<file path="src/hw/rtl/assert_macros.svh">
// Assertion helpers; compiled out for synthesis.
`ifndef ASSERT_MACROS_SVH
`define ASSERT_MACROS_SVH
`ifndef SYNTHESIS
// prop must hold at every edge outside reset
`define CHK_PROP(label, clk, rst, prop, msg) \
  label: assert property (@(posedge clk) disable iff (rst) prop) else $error(msg);
// cond must never be seen outside reset
`define CHK_NEVER(label, clk, rst, cond, msg) \
  label: assert property (@(posedge clk) disable iff (rst) !(cond)) else $error(msg);
`else
`define CHK_PROP(label, clk, rst, prop, msg)
`define CHK_NEVER(label, clk, rst, cond, msg)
`endif
`endif

</file>
<file path="src/hw/rtl/tceq_pkg.sv">
package tceq_pkg;

  localparam int DEPTH       = 64;
  localparam int HANDLE_BITS = 32;
  localparam int PTR_W       = $clog2(DEPTH);
  localparam int CNT_W       = $clog2(DEPTH + 1);

  // operation codes on the input word
  localparam logic [1:0] OP_ENQ  = 2'd0;
  localparam logic [1:0] OP_DEQ  = 2'd1;
  localparam logic [1:0] OP_STOP = 2'd2;

  // command kinds handed from front to back
  localparam logic [1:0] K_ENQ  = 2'd0;
  localparam logic [1:0] K_DEQ  = 2'd1;
  localparam logic [1:0] K_STOP = 2'd2;
  localparam logic [1:0] K_BAD  = 2'd3;

  // result status codes
  localparam logic [2:0] ST_OK       = 3'd0;
  localparam logic [2:0] ST_INVALID  = 3'd1;
  localparam logic [2:0] ST_FULL     = 3'd2;
  localparam logic [2:0] ST_EMPTY    = 3'd3;
  localparam logic [2:0] ST_SHUTDOWN = 3'd4;

  // configuration register indexes
  localparam logic [1:0] CFG_ACK_QUOTA = 2'd0;
  localparam logic [1:0] CFG_ACK_CAP   = 2'd1;
  localparam logic [1:0] CFG_DATA_CAP  = 2'd2;

  typedef struct packed {
    logic [1:0]             kind;
    logic                   sel;
    logic [HANDLE_BITS-1:0] handle;
    logic [15:0]            length;
  } cmd_t;

  typedef struct packed {
    logic [HANDLE_BITS-1:0] handle;
    logic [15:0]            length;
  } entry_t;

  // clamp a capacity register into 1..DEPTH
  function automatic logic [CNT_W-1:0] eff_cap(input logic [CNT_W-1:0] cap);
    logic [CNT_W-1:0] res;
    if (cap == '0) res = CNT_W'(1);
    else if (cap > CNT_W'(DEPTH)) res = CNT_W'(DEPTH);
    else res = cap;
    return res;
  endfunction

  // advance a ring pointer, wrapping at or past the capacity
  function automatic logic [PTR_W-1:0] step_ptr(input logic [PTR_W-1:0] p,
                                                input logic [CNT_W-1:0] cap);
    logic [CNT_W-1:0] inc;
    inc = CNT_W'(p) + CNT_W'(1);
    return (inc >= cap) ? '0 : PTR_W'(inc);
  endfunction

endpackage

</file>
<file path="src/hw/rtl/tceq_front.sv">
module tceq_front (
  input  logic          clk,
  input  logic          rst,
  input  logic          s_tvalid,
  output logic          s_tready,
  input  logic [47:0]   s_tdata,   // packet_handle[31:0], packet_length[47:32]
  input  logic [2:0]    s_tuser,   // operation[1:0], queue_select[2]
  output logic          cmd_valid,
  input  logic          cmd_ready,
  output tceq_pkg::cmd_t cmd
);
  import tceq_pkg::*;

  cmd_t       slot [2];
  logic       wr_ptr;
  logic       rd_ptr;
  logic [1:0] fill;
  cmd_t       cls;
  logic       push;
  logic       pop;

  // classify: zero-length enqueues and the unused operation code are marked bad here
  always_comb begin
    cls.sel    = s_tuser[2];
    cls.handle = HANDLE_BITS'(s_tdata[31:0]);
    cls.length = s_tdata[47:32];
    unique case (s_tuser[1:0])
      OP_ENQ:  cls.kind = (s_tdata[47:32] == 16'd0) ? K_BAD : K_ENQ;
      OP_DEQ:  cls.kind = K_DEQ;
      OP_STOP: cls.kind = K_STOP;
      default: cls.kind = K_BAD;
    endcase
  end

  assign s_tready  = (fill != 2'd2);
  assign cmd_valid = (fill != 2'd0);
  assign cmd       = slot[rd_ptr];
  assign push      = s_tvalid && s_tready;
  assign pop       = cmd_valid && cmd_ready;

  always_ff @(posedge clk) begin
    if (push) begin
      slot[wr_ptr] <= cls;
    end
  end

  always_ff @(posedge clk) begin
    if (rst) begin
      wr_ptr <= 1'b0;
      rd_ptr <= 1'b0;
      fill   <= 2'd0;
    end else begin
      if (push) wr_ptr <= ~wr_ptr;
      if (pop) rd_ptr <= ~rd_ptr;
      fill <= fill + {1'b0, push} - {1'b0, pop};
    end
  end

endmodule

</file>
<file path="config.mk">
export PLATFORM = sky130hd
export DESIGN_NAME = tceq_front
export DESIGN_NICKNAME = d
export VERILOG_FILES = /design/src/hw/rtl/assert_macros.svh /design/src/hw/rtl/tceq_pkg.sv /design/src/hw/rtl/tceq_front.sv
export SDC_FILE = /design/constraint.sdc
export NUM_CORES = 1
export LEC_CHECK = 0
export BUFFER_PORTS_ARGS = -buffer_cell sky130_fd_sc_hd__buf_2
export CORE_ASPECT_RATIO = 1.25
export CORE_MARGIN = 2
export CORE_UTILIZATION = 59
export CTS_BUF_LIST = sky130_fd_sc_hd__clkbuf_4
export CTS_CLUSTER_SIZE = 28
export DETAILED_ROUTE_END_ITERATION = 8
export PLACE_DENSITY_LB_ADDON = 0.08
export SLEW_MARGIN = 30
export SYNTH_ARGS = -nofsm -noshare
export SYNTH_HDL_FRONTEND = slang
export SYNTH_SLANG_ARGS = --single-unit
</file>
<file path="constraint.sdc">
create_clock -name clk -period 6.4 [get_ports clk]
set_input_delay 0 -clock clk [delete_from_list [all_inputs] [get_ports clk]]
set_output_delay 0 -clock clk [all_outputs]
set_load 0.02 [all_outputs]
</file>
==> results.md, run 1 <==
- DR vias: roughly 2300
- Max stage delay on crit path: 1.01 ns
- Post-synth net total: between 200 and 250
- Drt total wl: approximately 7.5 mm
- Dpl ws: approximately 4.7 ns
- CTS tree: built
- Fin cells: 455
- Initial DRC Count: 121
- Hold_sp: s_tdata[21]
- CP max FO: 51
- Worst reg2reg path depth: 8
- Num rows: 34
- Hold-fix buffers, CTS: 56
- Drt drc: 0
- Post-synthesis sequential area ratio: about 75%
- Vias per inst: 5.11
- Reg-to-reg endpoint: fill[1]$_SDFF_PP0_
- Post-layout minimum cycle time: ~2 ns
- Fin crit share: 31.9%
- Critical path start-end classification: flop to primary output
- TritonCTS Buffers: 9
- Internal power: 0.00131 W
- Hold Path End: slot[1][37]$_DFFE_PP_
- Endpoints failing setup: 0
- Final setup TNS: 0 ns
- Area growth from synthesis to layout: 29.2%
- Adder-cell share of the synthesized area: less than 1%
- Slew of the pin with the lowest slew margin: between 0.9 and 1 ns
- CP cell instances: mux2_2 -> buf_2
- DRT Pass-1 Iters: 4
- Hold Path Depth: 2
- Initial antenna violation count: 0
- Commonest cells after routing, fill and taps aside: buf_2, edfxtp_1, dlygate4sd3_1, mux2_4, clkbuf_4
- Leakage: about 2.2 nW
- Final Wtd Congestion: between 0.6 and 0.7
- Flop pwr share: between 50% and 60%
- CTS H-tree lvls: 3
- Register area: around 3200 sq um
- Pwr Density: about 360 nW/um^2
- Nature of the critical path endpoint: primary output
- Slew Limit Headroom: 37.0%
- Ys Warns: 0
- Resized cells post-CTS: 0
- NetSw: 0.000626 W
- Flops & latches, synth: 107
- GRT Total Usage: 20.2%
- N_diodes: 0
- MaxCap Viol Count: 0
- Clk Latency, worst-skew pair: between 0.4 and 0.5 ns
- Fillers: 381
- Largest net degree at the start of global routing: between 50 and 60
- Syn Std Cell Area: between 4000 and 5000 sq um
- Synth Area in Compound Gates: less than 1%
- Status: completed
- Fmax: 0.490 GHz
- Setup slack after layout: ~4.4 ns
- Post-DP HPWL: 4.25 mm
- Gr ovfl total: 0
- I/O pin count: ~110
- Tot Pwr: a little under 0.002 W
- Clock Pin Slew Worst Setup and Hold Paths: around 0.15 ns
- Top post-synthesis cells by area: edfxtp_1, mux2_4, buf_12
- NumNets Final: about 420
- R2r setup slk: roughly 4.7 ns
- CTS root buffer: clkbuf_4
- Hold Vio Cnt, Final: 0
- Port buffer count: ~110
- Placed cell count: 383
- Layout Skew: approximately 0.016 ns
- Largest area contributor in the netlist: edfxtp_1
- Initial Util: 60.8%
- Multiplexer share of the synthesized area: 18.1%
- Pins Over Slew Limit: 0
- Unique masters post-synth: 25
- Core region area: around 6900 sq um
- Post-CTS setup buffer count: 0
- Area of the multi-input gates: slightly above 900 sq um
- Max stage delay cell, worst path: dfxtp_4
- Reg-to-reg startpoint: fill[0]$_SDFF_PP0_
- Vias in the first global route: around 2400
- Longest Clk Path Bufs: 2
- Clock share of power: about 15%
- Final core utilization: roughly four fifths
- Synth Area in XOR/XNOR: less than 1%
- Unrepaired setup endpoints after global routing: false
- Chip height: 98.5 um
- Clock Sinks: 107
- ANT nets after route: 0
- Worst endpoint required time: ~6.4 ns
- Share of layout cells above drive strength 1: roughly half
- Synth Area in Simple Gates: around 2.1%
- Post-Syn Instances: 191
- Syn Area/Cell: roughly 22 sq um
- Hold Path Class: input pin to flop
- Combinational share of power: roughly 34%
- Crit path launch type: flop
- Critical Path AT: 2.04 ns
- Switching Share: about a third
- Die W: between 70 and 80 um
- Die ar.: approximately 7800 sq um
- Peak supply drop: around 0.35 mV
- First-pass GRT wire length: between 10 and 15 mm
- Commonest non-fill, non-tap cell in the layout: buf_2
- Wire length per cell: about 16 um
- Post-synth top area share: 72.7%
- Largest family of logic cells by synthesized area: multiplexers
worst max-delay path, delay by kind of cell (launching register included):
kind,cells,cell delay [ns]
DFF,1,1.01
muxes,1,0.41
buffers and inverters,1,0.16
kinds of logic after synthesis:
logic type                 Yosys count
xor gates and xnor gates             2
DFF                                107
muxes                               51
buffers and inverters                8
adders and majority gates            2
and+or+nand+nor                     16
AOI/OAI and AO/OA                    5
power groups by stage:
stage	Combinational [W]	Sequential, W	Clock [W]
2_1_floorplan	0.000560	0.000933	0
3_3_place_gp	0.000615	0.00100	0
3_5_place_dp	0.000622	0.00101	0
4_1_cts	0.000653	0.000989	0.000298
5_1_grt	0.000698	0.00100	0.000324
6_report	0.000655	0.000987	0.000293
layer usage:
metal	vias to the layer above	wire length, um	global-route usage (%)
met5	-	0	0
met4	0	119	7.82
met3	11	307	4.58
met2	76	4210	36.5
met1	1150	2860	23.0
li1	1088	-	-
how the worst max path moves through the flow:
stage,start,endpoint,slack (ns),depth (start not counted)
2_1_floorplan,fill[0]$_SDFF_PP0_,slot[1][0]$_DFFE_PP_,4.04,2
3_3_place_gp,fill[0]$_SDFF_PP0_,slot[0][23]$_DFFE_PP_,4.53,3
3_5_place_dp,fill[0]$_SDFF_PP0_,slot[1][28]$_DFFE_PP_,4.72,3
4_1_cts,flop,cmd[50],4.32,2
5_1_grt,flop,cmd[50],4.25,2
6_report,flop,cmd[50],4.36,2
layout make-up:
cell class                      count  share of cell area [%]
Multi-Input combinational cell     76                    17.1
Sequential cell                   107                    58.2
Clock inverter                      6                   0.759
Timing Repair Buffer              164                    20.3
Inverter                            2                   0.184
Tap cell                           90                    2.07
Clock buffer                       10                    1.38
stage by stage:
stage                     hold WS [ns]  instance area (sq um)
after global routing             0.245                   5440
after global placement           0.189                   4760
after floorplan                 0.0691                   4210
final                            0.273                   5440
after detailed placement         0.191                   4770
after CTS                        0.245                   5440
synthesized netlist by cell type, drive strengths merged:
cell type / count
edfxtp: 102
mux2: 51
buf: 6
dfxtp: 5
nor4: 4
nor2: 3
ha: 2
inv: 2
o21bai: 2
a21bo: 1
a21oi: 1
and2: 1
and3: 1
nand2: 1
nand2b: 1
nand3b: 1
nand4: 1
nor2b: 1
nor3: 1
o21a: 1
or2: 1
xnor2: 1
xor2: 1
flip-flops by register name, summed over array words and instances, names as in the netlist, named ones only:
signal / flops
fill: 2
wr_ptr: 1
rd_ptr: 1
slot: 102
Power figures use the tool's default switching activity.
==> run 2: changes to the inputs <==
CORE_UTILIZATION = 49   (was 59)
clock period = 1.8 ns   (was 6.4 ns; I/O delays follow)
==> run 2 against run 1 <==
Compared with the run above: via count shrank 1.2%; non-clock buffer count grew 9; critical path depth grew 4; combinational power grew to 4.1 times the previous value; routed wire length is essentially flat; critical path type is now input pin to flop; setup slack lost 4.3 ns; largest cell class unchanged.
==> results.md, run 2 (synthesized netlist as in run 1, its figures left out) <==
- Slew of the pin with the lowest slew margin: 0.414 ns (was 0.945 ns)
- Nature of the critical path endpoint: flop (was primary output)
- Final setup TNS: 0 ns (unchanged)
- Drt total wl: 7.49 mm (was 7.50 mm)
- Largest net degree at the start of global routing: 28 (was 52)
- I/O pin count: 108 (unchanged)
- Longest Clk Path Bufs: 2 (unchanged)
- Peak supply drop: 0.808 mV (was 0.353 mV)
- Resized cells post-CTS: 0 (unchanged)
- Unrepaired setup endpoints after global routing: false (unchanged)
- Crit path launch type: input pin (was flop)
- Port buffer count: 107 (unchanged)
- First-pass GRT wire length: 11.5 mm (unchanged)
- Post-layout minimum cycle time: between 1.5 and 2 ns
- Chip height: 108 um (was 98.5 um)
- Met3 Track Usage GR: 4.06% (was 4.58%)
- Clock Pin Slew Worst Setup and Hold Paths: 0.16 ns (was 0.15 ns)
- Worst reg2reg path depth: 7 (was 8)
- Critical Path AT: 2.02 ns (was 2.04 ns)
- Critical path start-end classification: input pin to flop (was flop to primary output)
- Pwr Density: 1270 nW/um^2 (was 356 nW/um^2)
- Commonest non-fill, non-tap cell in the layout: buf_2 (unchanged)
- Clk Latency, worst-skew pair: 0.45 ns (was 0.44 ns)
- CTS H-tree lvls: 3 (unchanged)
- DR vias: 2298 (was 2325)
- CTS tree: built (unchanged)
- Commonest cells after routing, fill and taps aside: buf_2, edfxtp_1, dlygate4sd3_1, mux2_4, clkbuf_4 (unchanged)
- Core region area: 8290 sq um (was 6930 sq um)
- MaxCap Viol Count: 0 (unchanged)
- Vias per inst: 4.88 (was 5.11)
- Biggest register: slot (unchanged)
- Slew Limit Headroom: 72.1% (was 37.0%)
- Hold Path Depth: 2 (unchanged)
- Pins Over Slew Limit: 0 (unchanged)
- Global-route track usage on met1: 18.8% (was 23.0%)
- Die ar.: 9360 sq um (was 7840 sq um)
- CP max FO: 3 (was 51)
- GRT Total Usage: 16.7% (was 20.2%)
- Fmax: between 0.5 and 0.6 GHz
- Initial Util: 50.9% (was 60.8%)
- Dpl ws: 0.253 ns (was 4.72 ns)
- Gr ovfl total: 0 (unchanged)
- Initial DRC Count: 119 (was 121)
- Busiest layer in global routing: met2 (unchanged)
- Final Wtd Congestion: 0.665 (was 0.692)
- TritonCTS Buffers: 9 (unchanged)
- N_diodes: 0 (unchanged)
- Hold Path Class: input pin to flop (unchanged)
- Status: completed (unchanged)
- Setup slack after layout: 0.104 ns (was 4.36 ns)
- Hold Vio Cnt, Final: 0 (unchanged)
- NumNets Final: 426 (was 417)
- Drt drc: 0 (unchanged)
- Die W: 86.9 um (was 79.6 um)
- Layout Skew: 0.0166 ns (was 0.0161 ns)
- Worst endpoint required time: 2.12 ns (was 6.40 ns)
- Post-DP HPWL: 4.73 mm (was 4.25 mm)
- Share of layout cells above drive strength 1: 50.5% (was 49.0%)
- Top Registers: slot: 102 flops, fill: 2 flops (unchanged)
- Wire length per cell: 15.9 um (was 16.5 um)
- Leakage: 2.22 nW (was 2.17 nW)
- Endpoints failing setup: 0 (unchanged)
- Fillers: 572 (was 381)
- Vias in the first global route: 2478 (was 2417)
- Initial antenna violation count: 0 (unchanged)
- Fin crit share: between 90 and 100%
- ANT nets after route: 0 (unchanged)
- CTS root buffer: clkbuf_4 (unchanged)
- Area growth from synthesis to layout: 32.4% (was 29.2%)
- Max reg flops: 102 (unchanged)
- Clock Sinks: 107 (unchanged)
- Num rows: 37 (was 34)
- DRT Pass-1 Iters: 4 (unchanged)
- Met2 usage: 29.7% (was 36.5%)
[run 2: metal layers]
metal	wire length, um	vias up
met5	0	-
met4	65	0
met3	307	4
met2	4140	71
met1	2980	1113
li1	-	1110
[run 2: stage by stage]
step	util [%]	instance area [sq um]	hold WS [ns]	cells	power, W
after floorplan	-	4230	0.0691	191	0.00532
after global placement	58.9	4880	0.189	396	0.00590
after detailed placement	58.9	4880	0.192	396	0.00594
after CTS	67.3	5580	0.227	471	0.00715
after global routing	67.3	5580	0.227	471	0.00742
final	67.3	5580	0.262	471	0.00706
[run 2: power by group]
part / internal [W] / total [W] / switching, W
sequential: 0.00317 / 0.00331 / 0.000139
clock: 0.000292 / 0.00108 / 0.000784
combinational: 0.00130 / 0.00267 / 0.00137
[run 2: path summary, 6_finish.rpt]
path                            slack (ns)                     to                 from
worst max-delay path                  0.10  slot[1][50]$_DFFE_PP_          s_tdata[42]
worst min-delay path                  0.26  slot[1][45]$_DFFE_PP_          s_tdata[29]
worst max register to register        0.24     fill[1]$_SDFF_PP0_   fill[1]$_SDFF_PP0_
worst min register to register        0.54    rd_ptr$_SDFFE_PP0P_  rd_ptr$_SDFFE_PP0P_
[run 2: what timing repair did]
item,CTS,global route
endpoints found under the setup margin,15,0
hold endpoints to repair,107,0
buffers inserted,3,0
hold buffers,56,0
[run 2: critical path, stage by stage]
cell,delay [ns]
dlygate4sd3_1,0.54
buf_2,0.14
nor4_1,0.41
nand4_1,0.19
o21bai_1,0.16
dlygate4sd3_1,0.58
[run 2: layout make-up]
cell class                 count  area [sq um]  share of cell area [%]
sequential                   107          3170                    56.7
timing repair buffer         173          1220                    21.9
multi-input combinational     76           941                    16.9
tap                           97           121                    2.17
clock buffer                   9          67.6                    1.21
clock inverter                 7          51.3                   0.919
inverter                       2          11.3                   0.202
